## src/rtl/overlay_tint_with_border_top_macros.svh

```systemverilog
// Assertion macros shared by the overlay tint blocks.
`ifndef OVERLAY_TINT_WITH_BORDER_TOP_MACROS_SVH
`define OVERLAY_TINT_WITH_BORDER_TOP_MACROS_SVH
`ifndef NO_ASSERTIONS
// A property that must hold at every clock edge outside reset.
`define OTB_ASSERT(label, clk, rst_n, prop, msg) \
  label: assert property (@(posedge clk) disable iff (!rst_n) (prop)) else $error(msg);
// A condition that must never be seen at a clock edge outside reset.
`define OTB_NEVER(label, clk, rst_n, cond, msg) \
  label: assert property (@(posedge clk) disable iff (!rst_n) !(cond)) else $error(msg);
`else
`define OTB_ASSERT(label, clk, rst_n, prop, msg)
`define OTB_NEVER(label, clk, rst_n, cond, msg)
`endif
`endif

```

## src/rtl/otb_pkg.sv

```systemverilog
// Types, constants and arithmetic helpers of the overlay tint block.
`default_nettype none

package otb_pkg;

  localparam int PixW   = 8;
  localparam int ColorW = 24;
  localparam int DimW   = 13;
  localparam int QDepth = 2;
  localparam int QPtrW  = 1;
  localparam int QCntW  = 2;

  // Register indexes, taken from paddr[4:2].
  localparam logic [2:0] RegPrimary = 3'd0;
  localparam logic [2:0] RegBorder  = 3'd1;
  localparam logic [2:0] RegEnable  = 3'd2;
  localparam logic [2:0] RegWidth   = 3'd3;
  localparam logic [2:0] RegHeight  = 3'd4;

  typedef struct packed {
    logic [ColorW-1:0] primary_color;
    logic [ColorW-1:0] border_color;
    logic              border_enable;
    logic [DimW-1:0]   image_width;
    logic [DimW-1:0]   image_height;
  } cfg_t;

  // One classified pixel as it waits between front and back.
  typedef struct packed {
    logic [PixW-1:0] luminance;
    logic [PixW-1:0] alpha_in;
    logic            border;
    logic            frame_end;
  } pix_entry_t;

  typedef struct packed {
    logic full;
    logic empty;
  } q_status_t;

  // Exact floor(x/255) for 16-bit x up to 65279, where the quotient fits in 8 bits.
  function automatic logic [PixW-1:0] div255(input logic [15:0] x);
    logic [15:0] s;
    s = x + {8'd0, x[15:8]} + 16'd1;
    return s[15:8];
  endfunction

endpackage

`default_nettype wire

```

## src/rtl/otb_front.sv

```systemverilog
// Front end: accepts pixels, tracks the raster position and marks border pixels.
`default_nettype none

module otb_front #(
  parameter int MAX_DIMENSION = 4096
) (
  input  logic                clk_i,
  input  logic                rst_ni,
  input  otb_pkg::cfg_t       cfg_i,
  input  logic                s_axis_tvalid,
  output logic                s_axis_tready,
  input  logic [15:0]         s_axis_tdata,
  input  otb_pkg::q_status_t  q_status_i,
  output logic                push_o,
  output otb_pkg::pix_entry_t entry_o
);
  import otb_pkg::*;

  localparam int CntW = (MAX_DIMENSION > 1) ? $clog2(MAX_DIMENSION) : 1;
  localparam int LimW = (CntW + 1 > DimW) ? CntW + 1 : DimW;

  logic [CntW-1:0] col_q, col_d, row_q, row_d;
  logic [LimW-1:0] width_raw, height_raw, width_sz, height_sz;
  logic [LimW-1:0] last_col_idx, last_row_idx;
  logic            last_col, last_row, on_edge, accept;

  assign width_raw  = LimW'(cfg_i.image_width);
  assign height_raw = LimW'(cfg_i.image_height);

  // Zero sizes count as one, oversize values as the largest supported size.
  always_comb begin
    if (width_raw == '0) begin
      width_sz = LimW'(1);
    end else if (width_raw > LimW'(MAX_DIMENSION)) begin
      width_sz = LimW'(MAX_DIMENSION);
    end else begin
      width_sz = width_raw;
    end
    if (height_raw == '0) begin
      height_sz = LimW'(1);
    end else if (height_raw > LimW'(MAX_DIMENSION)) begin
      height_sz = LimW'(MAX_DIMENSION);
    end else begin
      height_sz = height_raw;
    end
  end

  assign last_col_idx = width_sz - LimW'(1);
  assign last_row_idx = height_sz - LimW'(1);
  // A counter beyond the last index after a size change still counts as last.
  assign last_col = LimW'(col_q) >= last_col_idx;
  assign last_row = LimW'(row_q) >= last_row_idx;
  assign on_edge  = (col_q == '0) || (row_q == '0) || last_col || last_row;

  assign s_axis_tready = !q_status_i.full;
  assign accept        = s_axis_tvalid && s_axis_tready;
  assign push_o        = accept;

  always_comb begin
    entry_o.luminance = s_axis_tdata[7:0];
    entry_o.alpha_in  = s_axis_tdata[15:8];
    entry_o.border    = cfg_i.border_enable && on_edge;
    entry_o.frame_end = last_col && last_row;
  end

  always_comb begin
    col_d = col_q;
    row_d = row_q;
    if (accept) begin
      if (last_col) begin
        col_d = '0;
        row_d = last_row ? '0 : row_q + 1'b1;
      end else begin
        col_d = col_q + 1'b1;
      end
    end
  end

  always_ff @(posedge clk_i or negedge rst_ni) begin
    if (!rst_ni) begin
      col_q <= '0;
      row_q <= '0;
    end else begin
      col_q <= col_d;
      row_q <= row_d;
    end
  end

`include "overlay_tint_with_border_top_macros.svh"

  `OTB_ASSERT(a_frame_wraps, clk_i, rst_ni, (accept && entry_o.frame_end) |=> (col_q == '0 && row_q == '0), "counters did not wrap after the last pixel of a frame")
  `OTB_ASSERT(a_col_steps, clk_i, rst_ni, (accept && !last_col) |=> (col_q == $past(col_q) + 1'b1), "column counter did not advance by one")

endmodule

`default_nettype wire

```

## src/rtl/otb_queue.sv

```systemverilog
// Two-entry queue that decouples pixel classification from blending.
`default_nettype none

module otb_queue (
  input  logic                clk_i,
  input  logic                rst_ni,
  input  logic                push_i,
  input  otb_pkg::pix_entry_t push_data_i,
  input  logic                pop_i,
  output otb_pkg::pix_entry_t pop_data_o,
  output otb_pkg::q_status_t  status_o
);
  import otb_pkg::*;

  pix_entry_t       mem_q [QDepth];
  logic [QPtrW-1:0] wr_ptr_q, rd_ptr_q;
  logic [QCntW-1:0] count_q, count_d;

  assign status_o.full  = count_q == QCntW'(QDepth);
  assign status_o.empty = count_q == '0;
  assign pop_data_o     = mem_q[rd_ptr_q];

  always_comb begin
    count_d = count_q;
    if (push_i && !pop_i) begin
      count_d = count_q + 1'b1;
    end else if (pop_i && !push_i) begin
      count_d = count_q - 1'b1;
    end
  end

  always_ff @(posedge clk_i) begin
    if (push_i) begin
      mem_q[wr_ptr_q] <= push_data_i;
    end
  end

  always_ff @(posedge clk_i or negedge rst_ni) begin
    if (!rst_ni) begin
      wr_ptr_q <= '0;
      rd_ptr_q <= '0;
      count_q  <= '0;
    end else begin
      if (push_i) begin
        wr_ptr_q <= wr_ptr_q + 1'b1;
      end
      if (pop_i) begin
        rd_ptr_q <= rd_ptr_q + 1'b1;
      end
      count_q <= count_d;
    end
  end

`include "overlay_tint_with_border_top_macros.svh"

  `OTB_NEVER(a_no_overflow, clk_i, rst_ni, push_i && status_o.full, "transfer pushed into a full queue")
  `OTB_NEVER(a_no_underflow, clk_i, rst_ni, pop_i && status_o.empty, "pop from an empty queue")

endmodule

`default_nettype wire

```

## src/rtl/otb_back.sv

```systemverilog
// Back end: overlay blend per channel, border substitution and output register.
`default_nettype none

module otb_back (
  input  logic                clk_i,
  input  logic                rst_ni,
  input  otb_pkg::cfg_t       cfg_i,
  input  otb_pkg::q_status_t  q_status_i,
  input  otb_pkg::pix_entry_t entry_i,
  output logic                pop_o,
  output logic                m_axis_tvalid,
  input  logic                m_axis_tready,
  output logic [31:0]         m_axis_tdata,
  output logic                m_axis_tlast
);
  import otb_pkg::*;

  localparam int NumCh = 3;

  // Stage 1 holds the products, the output register holds the finished pixel.
  logic                s1_valid_q;
  logic [14:0]         s1_prod_q [NumCh];
  logic                s1_hi_q, s1_border_q, s1_last_q;
  logic [PixW-1:0]     s1_alpha_q;
  logic                out_valid_q;
  logic [31:0]         out_data_q, out_data_d;
  logic                out_last_q;
  logic                adv;
  logic                hi;
  logic [PixW-1:0]     chan_c   [NumCh];
  logic [PixW-1:0]     op_c     [NumCh];
  logic [6:0]          op_l;
  logic [PixW-1:0]     blend_ch [NumCh];
  logic [14:0]         prod_d   [NumCh];

  assign adv   = !out_valid_q || m_axis_tready;
  assign pop_o = adv && !q_status_i.empty;
  assign hi    = entry_i.luminance[7];

  // Channel order is blue, green, red from the low byte up.
  always_comb begin
    // Bright pixels blend on the complements; 255-L then fits in 7 bits.
    op_l = hi ? ~entry_i.luminance[6:0] : entry_i.luminance[6:0];
    for (int i = 0; i < NumCh; i++) begin
      chan_c[i] = cfg_i.primary_color[i*PixW +: PixW];
      op_c[i]   = hi ? ~chan_c[i] : chan_c[i];
      prod_d[i] = op_c[i] * op_l;
    end
  end

  always_ff @(posedge clk_i) begin
    if (adv) begin
      for (int i = 0; i < NumCh; i++) begin
        s1_prod_q[i] <= prod_d[i];
      end
      s1_hi_q     <= hi;
      s1_border_q <= entry_i.border;
      s1_last_q   <= entry_i.frame_end;
      s1_alpha_q  <= entry_i.alpha_in;
    end
  end

  // Dark side: floor(2p/255). Bright side: 255 - ceil(2p/255).
  always_comb begin
    for (int i = 0; i < NumCh; i++) begin
      if (s1_hi_q) begin
        blend_ch[i] = 8'd255 - div255({s1_prod_q[i], 1'b0} + 16'd254);
      end else begin
        blend_ch[i] = div255({s1_prod_q[i], 1'b0});
      end
    end
    if (s1_border_q) begin
      out_data_d = {8'd255, cfg_i.border_color};
    end else begin
      out_data_d = {s1_alpha_q, blend_ch[2], blend_ch[1], blend_ch[0]};
    end
  end

  always_ff @(posedge clk_i) begin
    if (adv) begin
      out_data_q <= out_data_d;
      out_last_q <= s1_last_q;
    end
  end

  always_ff @(posedge clk_i or negedge rst_ni) begin
    if (!rst_ni) begin
      s1_valid_q  <= 1'b0;
      out_valid_q <= 1'b0;
    end else if (adv) begin
      s1_valid_q  <= !q_status_i.empty;
      out_valid_q <= s1_valid_q;
    end
  end

  assign m_axis_tvalid = out_valid_q;
  assign m_axis_tdata  = out_data_q;
  assign m_axis_tlast  = out_last_q;

`include "overlay_tint_with_border_top_macros.svh"

  `OTB_ASSERT(a_s1_held, clk_i, rst_ni, (s1_valid_q && !adv) |=> s1_valid_q, "blend stage lost a pixel while the output stalled")

endmodule

`default_nettype wire

```

## src/rtl/overlay_tint_with_border_top.sv

```systemverilog
// Top level of the overlay tint with border: register port, front, queue and back.
//
// Pixels enter on the s_axis side as luminance (tdata[7:0]) and alpha (tdata[15:8]) and leave
// on the m_axis side as blue, green, red, alpha with tlast on the last pixel of each image.
// The block takes one pixel every clock cycle while the queue is not full; the rate is set
// by the raster counters, which update in the cycle a pixel is accepted, and by the two-stage
// blend pipeline behind them. A result passes from the queue through the stage-1 register and
// then the output register. A two-entry queue between the counters and the blend pipeline
// takes in up to two input transfers while the output register holds a pixel. Registers
// (byte address): primary_color 0x00, border_color 0x04, border_enable 0x08, image_width 0x0C,
// image_height 0x10; write them only while no pixel is in flight.
`default_nettype none

module overlay_tint_with_border_top #(
  parameter int MAX_DIMENSION = 4096
) (
  input  logic        clk_i,
  input  logic        rst_ni,
  // Pixel input.
  input  logic        s_axis_tvalid,
  output logic        s_axis_tready,
  input  logic [15:0] s_axis_tdata,   // [7:0] luminance, [15:8] alpha_in
  // Pixel output.
  output logic        m_axis_tvalid,
  input  logic        m_axis_tready,
  output logic [31:0] m_axis_tdata,   // [7:0] blue_out, [15:8] green_out, [23:16] red_out,
                                      // [31:24] alpha_out
  output logic        m_axis_tlast,   // frame_end
  // Register port.
  input  logic        psel,
  input  logic        penable,
  input  logic        pwrite,
  input  logic [4:0]  paddr,
  input  logic [31:0] pwdata,
  output logic [31:0] prdata,
  output logic        pready
);
  import otb_pkg::*;

  cfg_t       cfg_q;
  logic       wr_en;
  logic [2:0] reg_idx;
  logic       push, pop;
  pix_entry_t push_entry, pop_entry;
  q_status_t  q_status;

  assign pready  = 1'b1;
  assign reg_idx = paddr[4:2];
  assign wr_en   = psel && penable && pwrite && pready;

  always_ff @(posedge clk_i or negedge rst_ni) begin
    if (!rst_ni) begin
      cfg_q.primary_color <= '0;
      cfg_q.border_color  <= '0;
      cfg_q.border_enable <= 1'b0;
      cfg_q.image_width   <= DimW'(64);
      cfg_q.image_height  <= DimW'(64);
    end else if (wr_en) begin
      case (reg_idx)
        RegPrimary: cfg_q.primary_color <= pwdata[ColorW-1:0];
        RegBorder:  cfg_q.border_color  <= pwdata[ColorW-1:0];
        RegEnable:  cfg_q.border_enable <= pwdata[0];
        RegWidth:   cfg_q.image_width   <= pwdata[DimW-1:0];
        RegHeight:  cfg_q.image_height  <= pwdata[DimW-1:0];
        default: ;
      endcase
    end
  end

  always_comb begin
    case (reg_idx)
      RegPrimary: prdata = 32'(cfg_q.primary_color);
      RegBorder:  prdata = 32'(cfg_q.border_color);
      RegEnable:  prdata = 32'(cfg_q.border_enable);
      RegWidth:   prdata = 32'(cfg_q.image_width);
      RegHeight:  prdata = 32'(cfg_q.image_height);
      default:    prdata = '0;
    endcase
  end

  otb_front #(
    .MAX_DIMENSION(MAX_DIMENSION)
  ) u_front (
    .clk_i        (clk_i),
    .rst_ni       (rst_ni),
    .cfg_i        (cfg_q),
    .s_axis_tvalid(s_axis_tvalid),
    .s_axis_tready(s_axis_tready),
    .s_axis_tdata (s_axis_tdata),
    .q_status_i   (q_status),
    .push_o       (push),
    .entry_o      (push_entry)
  );

  otb_queue u_queue (
    .clk_i      (clk_i),
    .rst_ni     (rst_ni),
    .push_i     (push),
    .push_data_i(push_entry),
    .pop_i      (pop),
    .pop_data_o (pop_entry),
    .status_o   (q_status)
  );

  otb_back u_back (
    .clk_i        (clk_i),
    .rst_ni       (rst_ni),
    .cfg_i        (cfg_q),
    .q_status_i   (q_status),
    .entry_i      (pop_entry),
    .pop_o        (pop),
    .m_axis_tvalid(m_axis_tvalid),
    .m_axis_tready(m_axis_tready),
    .m_axis_tdata (m_axis_tdata),
    .m_axis_tlast (m_axis_tlast)
  );

endmodule

`default_nettype wire
```

## config.mk

```make
export PLATFORM = sky130hd
export DESIGN_NAME = overlay_tint_with_border_top
export DESIGN_NICKNAME = d
export VERILOG_FILES = /design/src/rtl/otb_pkg.sv /design/src/rtl/otb_front.sv /design/src/rtl/otb_queue.sv /design/src/rtl/otb_back.sv /design/src/rtl/overlay_tint_with_border_top.sv
export VERILOG_INCLUDE_DIRS = /design/src /design/src/rtl
export SDC_FILE = /design/constraint.sdc
export NUM_CORES = 1
export LEC_CHECK = 0
export BUFFER_PORTS_ARGS = -buffer_cell sky130_fd_sc_hd__buf_2
export CORE_ASPECT_RATIO = 1.75
export CORE_UTILIZATION = 62
export CTS_CLUSTER_DIAMETER = 50
export CTS_CLUSTER_SIZE = 16
export DETAILED_ROUTE_END_ITERATION = 7
export PLACE_DENSITY = 0.86
export SYNTH_ARGS = -nofsm -noshare
export SYNTH_HDL_FRONTEND = slang
export SYNTH_SLANG_ARGS = --single-unit
```

## constraint.sdc

```tcl
create_clock -name clk_i -period 8.55 [get_ports clk_i]
set_input_delay 0.855 -clock clk_i [delete_from_list [all_inputs] [get_ports clk_i]]
set_output_delay 0.855 -clock clk_i [all_outputs]
set_load 0.005 [all_outputs]
```

==> out/metrics.cfg <==
[global_routing]
grt_pass1_wl_mm = 73.79
antenna_found_initial = 1
grt_start_max_net_pins = 71
grt.total_usage = 0.3081
grt_pass1_vias = 15064
grt_overflow = 0

[synth]
netlist_instances = 1868
synthTopCellsByArea = edfxtp_1 (20%), dfrtp_1 (14%), ha_1 (12%), fa_1 (9.4%), mux2_2 (4.7%)
synthFlopType = edfxtp_1
yosysTopAreaCell = edfxtp_1
synth_edf_count = 125
seq_area_frac_synth = 0.3448
yosysTopAreaCellShare = 0.2027
synth_warnings = 0
ys_ff_latch = 230
synthArstFlopShare = 0.4565
avgSynthCellArea_um2 = 9.912
ys_types = 84
synth_area_mm2 = 0.01852

[floorplan]
core_area_mm2 = 0.02939
initial_core_util = 0.6300
rows = 83
die_x_um = 132.6
dieArea_mm2 = 0.03059
num_io_pins = 128
die_height_um = 230.6

[setup_path]
end_kind = flip-flop
cp-start-kind = flip-flop
critPathRequiredTime_ns = 8.82
cp.arrival_ns = 6.93
critical_path_class = flip-flop to flip-flop
path_max_fanout = 28

[place]
gp_congestion = 0.9855
place_hpwl_mm = 36.63
numPortBuffers = 108

[drt]
wire_per_inst_um = 19.42
drt-initial-drc-count = 703
drt-total-wl_mm = 45.98
vias = 14351
first_pass_iters = 6
routed_via_density = 6.060
ant_nets = 0
drc_errors = 0

[sta]
tightest_slew_ns = 1.192
rsz0062_at_grt = no
timing.final.max_slew_violations = 0
fmax_mhz = 150.3
hold_violations = 0
setup_viol = 0
fin_crit_ns = 6.655
finalSetupTns_ns = 0
slew_headroom = 0.2010
fin_skew_ns = 0.02159
period_share = 0.7783

[cts]
cts_resized = 0
tritoncts = built
cts_max_level = 1
clk_pin_slew_worst_paths_ns = 0.07
cts-root-buf = clkbuf_16
clk_path_buf_depth = 3
clock_latency_ns = 0.52
ctsHoldBuffers = 0
cts_buffers = 20
cts.sinks = 230
cts_setup_buffers = 0

[layout]
area_delta_synth_final_pct = 8.967
n_fill_cell = 2156
post_route_cells_drive_above_1_share = 0.1466
nets = 2293

[outcome]
status = finished, final reports clean

[flow_run]
maxCapViolCount = 0

[worst_hold_path]
hold_class = primary input to asynchronous set/reset pin

==> critical path, cell delays in order, from the launching register on <==
cell and delay, ns:
dfrtp_1 0.40, mux2i_4 0.69, buf_4 0.37, buf_4 0.46, xor2_1 0.55, or2_2 0.23
fa_1 0.41, fa_1 0.55, inv_1 0.06, fa_1 0.54, inv_1 0.06, fa_1 0.52
inv_1 0.04, ha_1 0.24, nor3_1 0.23, o211ai_1 0.13, a31o_2 0.27, a21o_1 0.17
a21oi_1 0.24, a21oi_1 0.12, xnor2_1 0.14
==> cell type report <==
cell class | instances | area, um^2 | area share
Multi-Input combinational cell | 1417 | 11270 | 0.5586
Antenna cell | 1 | 2.502 | 0.0001240
Clock inverter | 6 | 101.3 | 0.005023
Inverter | 165 | 619.3 | 0.03070
Clock buffer | 30 | 559.3 | 0.02772
Sequential cell | 230 | 6384 | 0.3164
Tap cell | 382 | 478.0 | 0.02369
Timing Repair Buffer | 137 | 760.7 | 0.03771
==> state kept, by name, summed over array words and instances, names as in the netlist, 2 cells and up <==
register,flops
cfg_q,75
u_back.s1_prod_q,45
u_queue.mem_q,36
u_back.m_axis_tdata,32
u_front.col_q,12
u_front.row_q,12
u_back.s1_alpha_q,8
u_queue.count_q,2
==> cells by family (layout without fill, tap and decap cells) <==
kind of cell | after synthesis | count (layout) | share of synthesized area
simple gates | 600 | 600 | 0.1524
mux | 91 | 91 | 0.05440
flops | 230 | 230 | 0.3448
xor+xnor | 168 | 168 | 0.08048
compound gates | 287 | 287 | 0.1049
other cells | 2 | 10 | 0.0004056
fa+ha+maj | 262 | 262 | 0.2123
buf+inv | 228 | 338 | 0.05028
==> cells in the final DEF, fill, tap and decap left out, types with 9 or more instances in the layout <==
master,instances
a21oi_1,58
xnor2_1,95
conb_1,9
or2_2,17
edfxtp_1,125
buf_2,107
nand2b_1,18
clkbuf_16,21
buf_4,30
fa_1,87
or3_1,9
nor4_1,9
a21o_1,15
a22o_1,15
nand4_1,9
ha_1,175
o21ai_0,68
inv_1,163
mux2i_1,13
nor2_1,183
and3_1,13
o21a_1,10
dfrtp_1,103
and2_1,22
xor2_1,72
nor2b_1,18
nand2_1,192
nand3_1,34
mux2_2,77
a211oi_1,13
a22oi_1,25
a31oi_1,10
clkbuf_1,9
nor3_1,35
==> cell usage after synthesis (9+ instances only) <==
master	n
a211oi_1	13
a21o_1	15
a21oi_1	58
a22o_1	15
a22oi_1	25
a31oi_1	10
and2_1	22
and3_1	13
buf_2	10
buf_4	9
clkbuf_1	41
dfrtp_1	103
edfxtp_1	125
fa_1	87
ha_1	175
inv_1	163
mux2_2	77
mux2i_1	14
nand2_1	192
nand2b_1	19
nand3_1	34
nand4_1	9
nor2_1	184
nor2b_1	18
nor3_1	38
nor4_1	10
o21a_1	10
o21ai_0	68
or2_2	17
or3_1	9
xnor2_1	95
xor2_1	72
==> layer usage <==
layer / share of wire / vias to the layer above / GRT usage
met5: 0 / - / 0
met4: 0.065 / 0 / 0.1972
met3: 0.048 / 176 / 0.03074
met2: 0.54 / 526 / 0.5868
met1: 0.35 / 6984 / 0.3178
li1: - / 6665 / -
==> worst paths after layout <==
| check | start | endpoint | slack (ns) | cells past startpoint |
|---|---|---|---|---|
| worst min-delay path | rst_ni | u_back.s1_valid_q | 0.29 | 1 |
| max in group asynchronous | rst_ni | cfg_q[53] | 6.98 | 2 |
| worst max register to register | u_queue.rd_ptr_q | u_back.s1_prod_q[0][44] | 1.90 | 20 |
| min in group clk_i | u_back.s1_last_q | u_back.m_axis_tlast | 0.42 | 0 |
| worst min register to register | u_back.s1_last_q | u_back.m_axis_tlast | 0.42 | 0 |
| worst max-delay path | u_queue.rd_ptr_q | u_back.s1_prod_q[0][44] | 1.90 | 20 |
==> metrics by stage <==
stage            util  cells  area (um^2)  worst slack (ns)  hold WS [ns]
5_1_grt        0.6865   2368        20180             1.573        0.3316
6_report       0.6865   2368        20180             1.895        0.2895
4_1_cts        0.6864   2367        20170             1.920        0.2941
3_3_place_gp   0.6639   2331        19510             2.074        0.4021
2_1_floorplan       -   1875        18540             2.504        0.4003
3_5_place_dp   0.6639   2331        19510             1.920        0.4045
Power is left out: the tool's default activity adds up to more than one toggle a clock period on the data nets, which glitch-free logic cannot reach.
